<file path="src/design/rxsfw_pkg.sv">
// Shared types, codes and constants of the serial frame writer.
`timescale 1ns / 1ps
package rxsfw_pkg;

  localparam int ADDRESS_BITS_DEFAULT = 4;
  localparam int DATA_BITS_DEFAULT    = 20;

  localparam int OP_BITS        = 3;
  localparam int FREQ_BITS      = 14;
  localparam int WORD_BITS      = 20;
  localparam int CFG_INDEX_BITS = 3;
  localparam int CFG_DATA_BITS  = 16;
  localparam int US_BITS        = 8;
  localparam int TICK_BITS      = 16;

  localparam logic [OP_BITS-1:0] OP_SET_FREQ   = 3'd0;
  localparam logic [OP_BITS-1:0] OP_POWER_UP   = 3'd1;
  localparam logic [OP_BITS-1:0] OP_POWER_DOWN = 3'd2;
  localparam logic [OP_BITS-1:0] OP_WAKE       = 3'd3;
  localparam logic [OP_BITS-1:0] OP_RAW_WRITE  = 3'd4;

  localparam logic [CFG_INDEX_BITS-1:0] CFG_TICKS_PER_US = 3'd0;
  localparam logic [CFG_INDEX_BITS-1:0] CFG_SETUP_US     = 3'd1;
  localparam logic [CFG_INDEX_BITS-1:0] CFG_CLOCK_HIGH   = 3'd2;
  localparam logic [CFG_INDEX_BITS-1:0] CFG_HOLD_US      = 3'd3;
  localparam logic [CFG_INDEX_BITS-1:0] CFG_FRAME_GAP    = 3'd4;

  localparam logic [FREQ_BITS-1:0] FREQ_FLOOR      = 14'd479;
  localparam logic [WORD_BITS-1:0] POWER_UP_WORD   = 20'b11010000110111110011;
  localparam logic [WORD_BITS-1:0] POWER_DOWN_WORD = 20'b11111111111111111111;
  localparam logic [7:0]           REG_STATE       = 8'h0F;
  localparam logic [7:0]           REG_SYNTH_B     = 8'h01;
  localparam logic [7:0]           REG_POWER       = 8'h0A;

  typedef struct packed {
    logic               start;
    logic [US_BITS-1:0] us;
  } tmr_ctrl_t;

  typedef struct packed {
    logic load;
    logic advance;
  } shf_ctrl_t;

  typedef struct packed {
    logic lsb;
    logic last_bit;
    logic at_start;
  } shf_status_t;

endpackage

</file>
<file path="src/design/rxsfw_timer.sv">
// Microsecond prescaler and phase countdown that times the serial line.
`timescale 1ns / 1ps
module rxsfw_timer
  import rxsfw_pkg::*;
(
  input  logic                 clk,
  input  logic                 rst,
  input  logic [TICK_BITS-1:0] ticks_per_us,
  input  tmr_ctrl_t            ctrl,
  output logic                 done
);

  logic                 busy;
  logic [TICK_BITS-1:0] microsecond_prescale;
  logic [US_BITS-1:0]   phase_timer;

  always_ff @(posedge clk) begin
    if (rst) begin
      busy                 <= 1'b0;
      done                 <= 1'b0;
      microsecond_prescale <= '0;
      phase_timer          <= '0;
    end else begin
      done <= 1'b0;
      if (ctrl.start) begin
        busy                 <= 1'b1;
        microsecond_prescale <= '0;
        phase_timer          <= ctrl.us;
      end else if (busy) begin
        if (microsecond_prescale == ticks_per_us - TICK_BITS'(1)) begin
          microsecond_prescale <= '0;
          if (phase_timer == US_BITS'(1)) begin
            busy <= 1'b0;
            done <= 1'b1;
          end else begin
            phase_timer <= phase_timer - US_BITS'(1);
          end
        end else begin
          microsecond_prescale <= microsecond_prescale + TICK_BITS'(1);
        end
      end
    end
  end

endmodule

</file>
<file path="src/design/rxsfw_shifter.sv">
// Frame shift register and bit counter, one bit out per advance.
`timescale 1ns / 1ps
module rxsfw_shifter
  import rxsfw_pkg::*;
#(
  parameter int FRAME_BITS = ADDRESS_BITS_DEFAULT + 1 + DATA_BITS_DEFAULT
) (
  input  logic                  clk,
  input  logic                  rst,
  input  shf_ctrl_t             ctrl,
  input  logic [FRAME_BITS-1:0] load_frame,
  output shf_status_t           status
);

  localparam int IDX_BITS = $clog2(FRAME_BITS);

  logic [FRAME_BITS-1:0] frame_shift;
  logic [IDX_BITS-1:0]   bit_index;

  always_ff @(posedge clk) begin
    if (rst) begin
      frame_shift <= '0;
      bit_index   <= '0;
    end else if (ctrl.load) begin
      frame_shift <= load_frame;
      bit_index   <= '0;
    end else if (ctrl.advance) begin
      frame_shift <= frame_shift >> 1;
      // wrap to zero after the final bit so the sequencer sees the frame end
      if (status.last_bit) begin
        bit_index <= '0;
      end else begin
        bit_index <= bit_index + IDX_BITS'(1);
      end
    end
  end

  assign status.lsb      = frame_shift[0];
  assign status.last_bit = (bit_index == IDX_BITS'(FRAME_BITS - 1));
  assign status.at_start = (bit_index == '0);

endmodule

</file>
<file path="src/design/rx_synth_serial_frame_writer.sv">
// Top level of the receiver synthesizer serial frame writer.
// Each accepted command becomes one register-write frame (two for wake: state
// register cleared, then power up) of ADDRESS_BITS address bits, a write bit
// of 1 and DATA_BITS data bits, sent least significant bit first; every bit is
// one output transfer, and frame_end marks the last bit of each frame. A frame
// opens with frame_gap_us of idle time; each bit then takes setup_time_us
// before its transfer is offered and clock_high_us plus hold_time_us after it
// is taken, each microsecond being counted out by the prescaler against
// ticks_per_microsecond. At reset values a 25-bit frame is about 230 us; the
// phase timer sets this figure, and any time that out_ready stays low adds to
// it. One command is handled at a time: in_ready is high only while no frame
// is being sent. Unused op codes are taken and produce no bits. Configuration
// writes are always taken.
`timescale 1ns / 1ps
module rx_synth_serial_frame_writer
  import rxsfw_pkg::*;
#(
  parameter int ADDRESS_BITS = ADDRESS_BITS_DEFAULT,
  parameter int DATA_BITS    = DATA_BITS_DEFAULT
) (
  input  logic                      clk,
  input  logic                      rst,
  input  logic                      in_valid,
  output logic                      in_ready,
  input  logic [OP_BITS-1:0]        op,
  input  logic [FREQ_BITS-1:0]      frequency_mhz,
  input  logic [ADDRESS_BITS-1:0]   raw_address,
  input  logic [DATA_BITS-1:0]      raw_data,
  output logic                      out_valid,
  input  logic                      out_ready,
  output logic                      serial_bit,
  output logic                      frame_end,
  output logic                      last,
  output logic                      powered_down,
  input  logic                      cfg_valid,
  output logic                      cfg_ready,
  input  logic [CFG_INDEX_BITS-1:0] cfg_index,
  input  logic [CFG_DATA_BITS-1:0]  cfg_data
);

  localparam int FRAME_BITS = ADDRESS_BITS + 1 + DATA_BITS;

  typedef enum logic [2:0] {
    S_IDLE,
    S_GAP,
    S_SETUP,
    S_SEND,
    S_HIGH,
    S_HOLD
  } state_t;

  state_t state, state_next;

  logic [TICK_BITS-1:0] ticks_per_microsecond;
  logic [US_BITS-1:0]   setup_time_us;
  logic [US_BITS-1:0]   clock_high_us;
  logic [US_BITS-1:0]   hold_time_us;
  logic [US_BITS-1:0]   frame_gap_us;

  logic second_frame_pending;
  logic power_down_flag;
  logic load_second;
  logic op_known;

  tmr_ctrl_t   tmr_ctrl;
  logic        tmr_done;
  shf_ctrl_t   shf_ctrl;
  shf_status_t shf_status;

  logic [FREQ_BITS-1:0]    freq_offset;
  logic [WORD_BITS-1:0]    freq_word;
  logic [ADDRESS_BITS-1:0] cmd_address;
  logic [DATA_BITS-1:0]    cmd_data;
  logic [FRAME_BITS-1:0]   cmd_frame;
  logic [FRAME_BITS-1:0]   power_up_frame;
  logic [FRAME_BITS-1:0]   load_frame;

  // tf = (f - floor) / 2, sent as (tf / 32) << 7 plus tf % 32
  always_comb begin
    if (frequency_mhz < FREQ_FLOOR) begin
      freq_offset = '0;
    end else begin
      freq_offset = frequency_mhz - FREQ_FLOOR;
    end
    freq_word = {5'd0, freq_offset[13:6], 2'd0, freq_offset[5:1]};
  end

  always_comb begin
    op_known    = 1'b1;
    cmd_address = ADDRESS_BITS'(REG_POWER);
    cmd_data    = DATA_BITS'(POWER_UP_WORD);
    unique case (op)
      OP_SET_FREQ: begin
        cmd_address = ADDRESS_BITS'(REG_SYNTH_B);
        cmd_data    = DATA_BITS'(freq_word);
      end
      OP_POWER_UP: begin
        cmd_address = ADDRESS_BITS'(REG_POWER);
        cmd_data    = DATA_BITS'(POWER_UP_WORD);
      end
      OP_POWER_DOWN: begin
        cmd_address = ADDRESS_BITS'(REG_POWER);
        cmd_data    = DATA_BITS'(POWER_DOWN_WORD);
      end
      OP_WAKE: begin
        cmd_address = ADDRESS_BITS'(REG_STATE);
        cmd_data    = '0;
      end
      OP_RAW_WRITE: begin
        cmd_address = raw_address;
        cmd_data    = raw_data;
      end
      default: begin
        op_known = 1'b0;
      end
    endcase
  end

  assign cmd_frame      = {cmd_data, 1'b1, cmd_address};
  assign power_up_frame = {DATA_BITS'(POWER_UP_WORD), 1'b1, ADDRESS_BITS'(REG_POWER)};
  assign load_frame     = (state == S_IDLE) ? cmd_frame : power_up_frame;

  always_comb begin
    state_next       = state;
    tmr_ctrl.start   = 1'b0;
    tmr_ctrl.us      = setup_time_us;
    shf_ctrl.load    = 1'b0;
    shf_ctrl.advance = 1'b0;
    load_second      = 1'b0;
    unique case (state)
      S_IDLE: begin
        if (in_valid && op_known) begin
          shf_ctrl.load  = 1'b1;
          tmr_ctrl.start = 1'b1;
          tmr_ctrl.us    = frame_gap_us;
          state_next     = S_GAP;
        end
      end
      S_GAP: begin
        if (tmr_done) begin
          tmr_ctrl.start = 1'b1;
          tmr_ctrl.us    = setup_time_us;
          state_next     = S_SETUP;
        end
      end
      S_SETUP: begin
        if (tmr_done) begin
          state_next = S_SEND;
        end
      end
      S_SEND: begin
        if (out_ready) begin
          shf_ctrl.advance = 1'b1;
          tmr_ctrl.start   = 1'b1;
          tmr_ctrl.us      = clock_high_us;
          state_next       = S_HIGH;
        end
      end
      S_HIGH: begin
        if (tmr_done) begin
          tmr_ctrl.start = 1'b1;
          tmr_ctrl.us    = hold_time_us;
          state_next     = S_HOLD;
        end
      end
      S_HOLD: begin
        if (tmr_done) begin
          if (!shf_status.at_start) begin
            tmr_ctrl.start = 1'b1;
            tmr_ctrl.us    = setup_time_us;
            state_next     = S_SETUP;
          end else if (second_frame_pending) begin
            // wake: follow with the power-up frame
            shf_ctrl.load  = 1'b1;
            load_second    = 1'b1;
            tmr_ctrl.start = 1'b1;
            tmr_ctrl.us    = frame_gap_us;
            state_next     = S_GAP;
          end else begin
            state_next = S_IDLE;
          end
        end
      end
      default: begin
        state_next = S_IDLE;
      end
    endcase
  end

  always_ff @(posedge clk) begin
    if (rst) begin
      state                 <= S_IDLE;
      second_frame_pending  <= 1'b0;
      power_down_flag       <= 1'b0;
      ticks_per_microsecond <= 16'd50;
      setup_time_us         <= 8'd2;
      clock_high_us         <= 8'd5;
      hold_time_us          <= 8'd2;
      frame_gap_us          <= 8'd5;
    end else begin
      state <= state_next;
      if (in_valid && in_ready) begin
        case (op) inside
          OP_POWER_UP: power_down_flag <= 1'b0;
          OP_POWER_DOWN: power_down_flag <= 1'b1;
          OP_WAKE: begin
            power_down_flag      <= 1'b0;
            second_frame_pending <= 1'b1;
          end
          default: ;
        endcase
      end
      if (load_second) begin
        second_frame_pending <= 1'b0;
      end
      if (cfg_valid && cfg_ready) begin
        unique case (cfg_index)
          CFG_TICKS_PER_US: ticks_per_microsecond <= cfg_data;
          CFG_SETUP_US:     setup_time_us         <= cfg_data[US_BITS-1:0];
          CFG_CLOCK_HIGH:   clock_high_us         <= cfg_data[US_BITS-1:0];
          CFG_HOLD_US:      hold_time_us          <= cfg_data[US_BITS-1:0];
          CFG_FRAME_GAP:    frame_gap_us          <= cfg_data[US_BITS-1:0];
          default: ;
        endcase
      end
    end
  end

  rxsfw_timer u_timer (
    .clk          (clk),
    .rst          (rst),
    .ticks_per_us (ticks_per_microsecond),
    .ctrl         (tmr_ctrl),
    .done         (tmr_done)
  );

  rxsfw_shifter #(
    .FRAME_BITS (FRAME_BITS)
  ) u_shifter (
    .clk        (clk),
    .rst        (rst),
    .ctrl       (shf_ctrl),
    .load_frame (load_frame),
    .status     (shf_status)
  );

  assign in_ready     = (state == S_IDLE);
  assign cfg_ready    = 1'b1;
  assign out_valid    = (state == S_SEND);
  assign serial_bit   = shf_status.lsb;
  assign frame_end    = shf_status.last_bit;
  assign last         = shf_status.last_bit && !second_frame_pending;
  assign powered_down = power_down_flag;

endmodule

</file>
<file path="config.mk">
export PLATFORM = sky130hd
export DESIGN_NAME = rx_synth_serial_frame_writer
export DESIGN_NICKNAME = d
export VERILOG_FILES = /design/src/design/rxsfw_pkg.sv /design/src/design/rxsfw_timer.sv /design/src/design/rxsfw_shifter.sv /design/src/design/rx_synth_serial_frame_writer.sv
export SDC_FILE = /design/constraint.sdc
export NUM_CORES = 1
export LEC_CHECK = 0
export BUFFER_PORTS_ARGS = -buffer_cell sky130_fd_sc_hd__buf_2
export CORE_ASPECT_RATIO = 0.6
export CORE_MARGIN = 4
export CORE_UTILIZATION = 45
export DETAILED_ROUTE_END_ITERATION = 8
export PLACE_DENSITY = 0.66
export SYNTH_ARGS = -nofsm -noshare
export SYNTH_HDL_FRONTEND = slang
export SYNTH_SLANG_ARGS = --single-unit
</file>
<file path="constraint.sdc">
create_clock -name clk -period 2.9 [get_ports clk]
set_clock_uncertainty 0.2 [all_clocks]
set_input_delay 0.87 -clock clk [delete_from_list [all_inputs] [get_ports clk]]
set_output_delay 0.87 -clock clk [all_outputs]
set_load 0.02 [all_outputs]
</file>
Word level (Yosys, flattened, before mapping). Cells that the tools add are included. Widths: inputs -> output; s select.

Bits in registers: 109. Input bits: 65. Output and inout bits: 7. Logic and storage cells: 119.

$add $sub $neg: 5. $lt $le $gt $ge: 1. Equality and inequality tests: 23. Multiplexer cells: 46. Bitwise gates (word level): 4. Reductions and logical operators: 26.

Operators with widths (number): $pmux 20 s4 (1); $mux 25 (3); $mux 9 (7); $pmux 9 s5 (1); $mux 8 (4); $eq 3x2->1 const B (6); $mux 3 (6); $pmux 3 s6 (1); $mux 1 (17); $add 16x1->16 const B (1); $eq 16x16->1 (1); $mux 16 (1); $sub 16x1->16 const B (1); $lt 14x9->1 const B (1); $mux 14 (1); $sub 14x9->14 const B (1); $eq 3x3->1 const B (4); $ne 2x1->1 const B (6); $pmux 4 s3 (1); $reduce_and 2->1 (6); $eq 3x1->1 const B (3); $logic_not 3->1 (3); $eq 8x1->1 const B (1); $sub 8x1->8 const B (1); 18 further kinds (27).

Longest topological paths before layout.
Depth in word-level cells: 8. Mapped depth: 11. Depth with buffers taken out: 9.

Cells and area by module. Synthesis repeated with hierarchy kept, for this count alone.

Cells, all modules: 810. Area total of the unflattened synthesis: 6581.3 µm².

By module, submodules not included: rx_synth_serial_frame_writer (times used 1, cells each 411, area each 3079.2 µm², seq. area each 1061.0 µm²); rxsfw_timer (times used 1, cells each 258, area each 2035.7 µm², seq. area each 520.5 µm²); rxsfw_shifter (times used 1, cells each 141, area each 1466.4 µm², seq. area each 600.6 µm²).

Worst setup path after synthesis. OpenSTA, ideal clock, no wires.

Path type: reg2reg. Start: reg ticks_per_microsecond[0]. End: reg u_timer.phase_timer[1]. Library setup time: 0.122 ns. Arrival: 2.590 ns. Data required time: 2.578 ns. Slack: -0.012 ns. Cell stages (with the launch flop): 10. Buffers on the path: 2. Period minus slack after synthesis: 2.912 ns. Cell sequence: dfxtp_1 inv_1 ha_1 or4b_1 buf_2 or4_1 a22oi_1 nand4_2 buf_2 a221o_1.

Longest elaborated chain between the ends: 4.

RTL lines: start, declared (RTL line rx_synth_serial_frame_writer.sv:54) `logic [TICK_BITS-1:0] ticks_per_microsecond;`; start signal, assigned (RTL line rx_synth_serial_frame_writer.sv:218) `CFG_TICKS_PER_US: ticks_per_microsecond <= cfg_data;`; $sub 16x1->16 (RTL line rxsfw_timer.sv:30) `if (microsecond_prescale == ticks_per_us - TICK_BITS'(1)) begin`; $eq 16x16->1 (RTL line rxsfw_timer.sv:30); $reduce_bool 2->1 (no source line); $reduce_and 3->1 (no source line); end signal, assigned (RTL line rxsfw_timer.sv:28) `phase_timer <= ctrl.us;`; end signal, assigned (RTL line rxsfw_timer.sv:36) `phase_timer <= phase_timer - US_BITS'(1);`; end, declared (RTL line rxsfw_timer.sv:15) `logic [US_BITS-1:0] phase_timer;`.

Every way passes these cells. A chain may end at the register's enable or synchronous reset.

Worst setup path in the final report.
Start: reg ticks_per_microsecond[1]. End: reg u_timer.phase_timer[6].

The elaborated chain is that of the path after synthesis.

==> out/metrics.csv <==
stage;metric;value;unit
floorplan;start_util;46.5;%
synthesis;syn_nets;845;
clock_network;h-tree-depth;3;
pwr;vdd_drop_max;0.294;mV
pwr;p_per_area;472;mW/mm^2
pwr;p_total;3.46;mW
synthesis;synth-seq-area-share;36.1;%
synthesis;netlist.area_leader.share;36.1;%
synthesis;synth_fa_ha_area_share;1.45;%
clock_network;cts_sinks;109;
job;cap_viol_max_count;0;
synthesis;async_flop_share;0;%
synthesis;synth.largest_area_cell;dfxtp_1;
clock_network;path_clk_slew;0.08;ns
synthesis;ys.flop_type;dfxtp_1;
timing;fmax;339;MHz
pwr;combinationalPowerShare;15.2;%
pwr;p_sw_share;26.6;%
detailed_routing;drt_iter0_markers;549;
synthesis;syn_avg_cell_area;7.83;um^2
clock_network;clock_path_buffers;2;
synthesis;synth-seq-cells;109;
synthesis;synth_edf_count;0;
setup_path;cp-start-kind;register;
detailed_routing;num_vias;6142;
pwr;p_switching;922;uW
floorplan;core;0.0130;mm^2
timing;tightestPinTransition;0.581;ns
place;gp_congestion;0.943;
finish;drive_gt1_share;21.3;%
detailed_routing;firstDrtPassIters;5;
detailed_routing;vias_per_cell;5.92;
finish;postLayoutCoreUtil;56.3;%
detailed_routing;drc;0;
floorplan;ios;72;
timing;drv_slew;0;
synthesis;synthTopCellsByArea;dfxtp_1 36%, nand2_1 9.0%, a21oi_1 6.0%;
synthesis;ys_warn_count;0;
floorplan;fp-row-count;32;
synthesis;synth_compound_area_share;20.2;%
timing;relSlewSlack;61.2;%
floorplan;die_area;0.0154;mm^2
synthesis;yosysUniqueCellTypes;70;
finish;layout.nets;935;
setup_path;cp_data_required_time;2.93;ns
finish;synthToLayoutAreaGrowth;21.1;%
clock_network;cts_tree;built;
clock_network;clock_latency;0.35;ns
synthesis;synth.most_common_cell;nand2_1;
synthesis;synthXorXnorAreaFrac;7.24;%
place;port-buffer-count;70;
status;violations;setup timing;
pwr;p_int;2.54;mW
clock_network;cts_buffers;9;
detailed_routing;wl;18000;um
detailed_routing;avgRoutedWirePerCell;17.3;um
global_route;grt_use_total;23.0;%
place;dpl.hpwl;13500;um
place;dpl_worst_slack;-0.176;ns
timing;finalSetupViolCount;5;
global_route;antenna_found_initial;0;
synthesis;synthMuxAreaShare;2.48;%
timing;fin_ws;-0.0515;ns
finish;fill_cells;1159;
clock_network;cts_hold_buf;0;
clock_network;root_buffer;clkbuf_16;
finish;num_antenna_cells;0;
status;status;finished with violations;
synthesis;synth_simple_gate_area_share;28.6;%
global_route;grt_pass1_wl;29000;um
pwr;seq_power_share;46.8;%
synthesis;synth_top_family_by_area;simple AND/OR/NAND/NOR gates;
timing;report.final.hold_viol_count;0;
hold_path;min_path_type;reg2reg;
global_route;grt_pass1_vias;5649;
timing;rsz0062_at_grt;true;
synthesis;netlist_area;0.00605;mm^2
floorplan;die_h;97.8;um
floorplan;fp.dieW;158;um
timing;fin_hold_ws;0.258;ns
global_route;grt_overflow;0;
synthesis;syn_inst;773;
setup_path;arrival;2.98;ns
setup_path;cp_max_fo;8;
setup_path;r2r_slack;-0.05;ns
timing;min_period;2.95;ns
setup_path;crit_path_end_kind;register;
setup_path;critPathKind;reg2reg;
pwr;clkPwrFrac;38.0;%
detailed_routing;antenna_left;0;
synthesis;synth_commonest_cells;145 x nand2_1, 109 x dfxtp_1, 73 x nor2_1;
global_route;grt_max_degree;29;
pwr;power_leakage;2.78;nW
timing;period_share;102;%
-- path summary, 6_finish.rpt --
| path | from | to | depth (start not counted) |
|---|---|---|---|
| hold reg to reg | u_shifter.frame_shift[16] | u_shifter.frame_shift[16] | 2 |
| setup reg to reg | ticks_per_microsecond[1] | u_timer.phase_timer[6] | 8 |
| setup / recovery | ticks_per_microsecond[1] | u_timer.phase_timer[6] | 8 |
| hold / removal | u_shifter.frame_shift[16] | u_shifter.frame_shift[16] | 2 |
-- timing repair --
action / 4_1_cts / 5_1_grt
buffers inserted: 0 / 3
resized for setup: 5 / 19
pin swaps: 7 / 6
endpoints found under the setup margin: 24 / 32
gates cloned: 0 / 1
-- critical path, cell delays in order (launching register included) --
cell and delay, ns:
dfxtp_2 0.33, inv_2 0.07, ha_4 0.13, or4b_4 0.53
or4_4 0.55, a22oi_2 0.31, nand4_4 0.17, buf_12 0.18
a311o_1 0.35
-- power by group through the flow --
| stage | clock network [mW] | logic [mW] | registers, mW |
|---|---|---|---|
| final | 1.32 | 0.526 | 1.62 |
| after global routing | 1.40 | 0.581 | 1.63 |
| after CTS | 1.34 | 0.504 | 1.61 |
| after detailed placement | 0 | 0.498 | 1.65 |
| after global placement | 0 | 0.483 | 1.65 |
| after floorplan | 0 | 0.316 | 1.63 |
-- layout make-up --
cell class | count | area [um^2] | share of cell area (%)
Clock buffer | 12 | 236 | 3.23
Inverter | 11 | 41.3 | 0.563
Sequential cell | 109 | 2180 | 29.8
Timing Repair Buffer | 127 | 821 | 11.2
Tap cell | 170 | 213 | 2.90
Clock inverter | 4 | 72.6 | 0.990
Multi-Input combinational cell | 605 | 3760 | 51.3
-- layer usage --
layer	track usage (%)	part of all wire (%)	up-vias
met5	0	0	-
met4	4.30	0.86	0
met3	4.87	8.6	14
met2	30.9	40	246
met1	37.2	51	2944
li1	-	-	2938
-- cell families (layout without fill, tap and decap cells) --
family                     count (synthesis)  count (layout)
and+or+nand+nor                          351             351
AOI/OAI and AO/OA                        182             182
DFF                                      109             109
buffers and inverters                     59             154
xor gates and xnor gates                  50              50
muxes                                     14              14
adders and majority gates                  7               7
other                                      1               1
-- state kept, by name (all words and copies together), names as in the netlist --
signal	cells
ticks_per_microsecond	16
u_timer.done	1
powered_down	1
hold_time_us	8
u_shifter.bit_index	5
clock_high_us	8
frame_gap_us	8
u_timer.busy	1
u_timer.phase_timer	8
second_frame_pending	1
u_shifter.frame_shift	25
u_timer.microsecond_prescale	16
state	3
setup_time_us	8
-- cells in the final DEF, fill, tap and decap left out, types with 6 or more instances in the layout --
cell type,netlist,final
a211oi_1,7,7
a21o_1,7,7
a21oi_1,72,72
a221o_1,7,7
a221oi_1,8,8
a22oi_1,9,8
and2_1,7,7
and3_1,8,8
buf_2,3,70
buf_4,1,54
clkbuf_16,0,10
dfxtp_1,109,108
ha_1,7,6
inv_1,11,9
mux2_2,8,8
mux2i_1,6,6
nand2_1,145,145
nand3_1,18,17
nand3b_1,8,8
nand4_1,7,7
nor2_1,73,70
nor2b_1,11,11
nor3_1,17,15
o21ai_0,18,18
o22ai_1,8,8
xnor2_1,24,23
xor2_1,26,26
-- through the flow --
step	instance area, um^2	setup TNS [ns]	cells
finish	7330	-0.100	1038
global route	7330	-1.79	1038
CTS	7190	0	1034
detailed placement	6850	-2.62	1018
global placement	6850	-0.385	1018
floorplan	6060	0	773
Power figures use the tool's default switching activity.
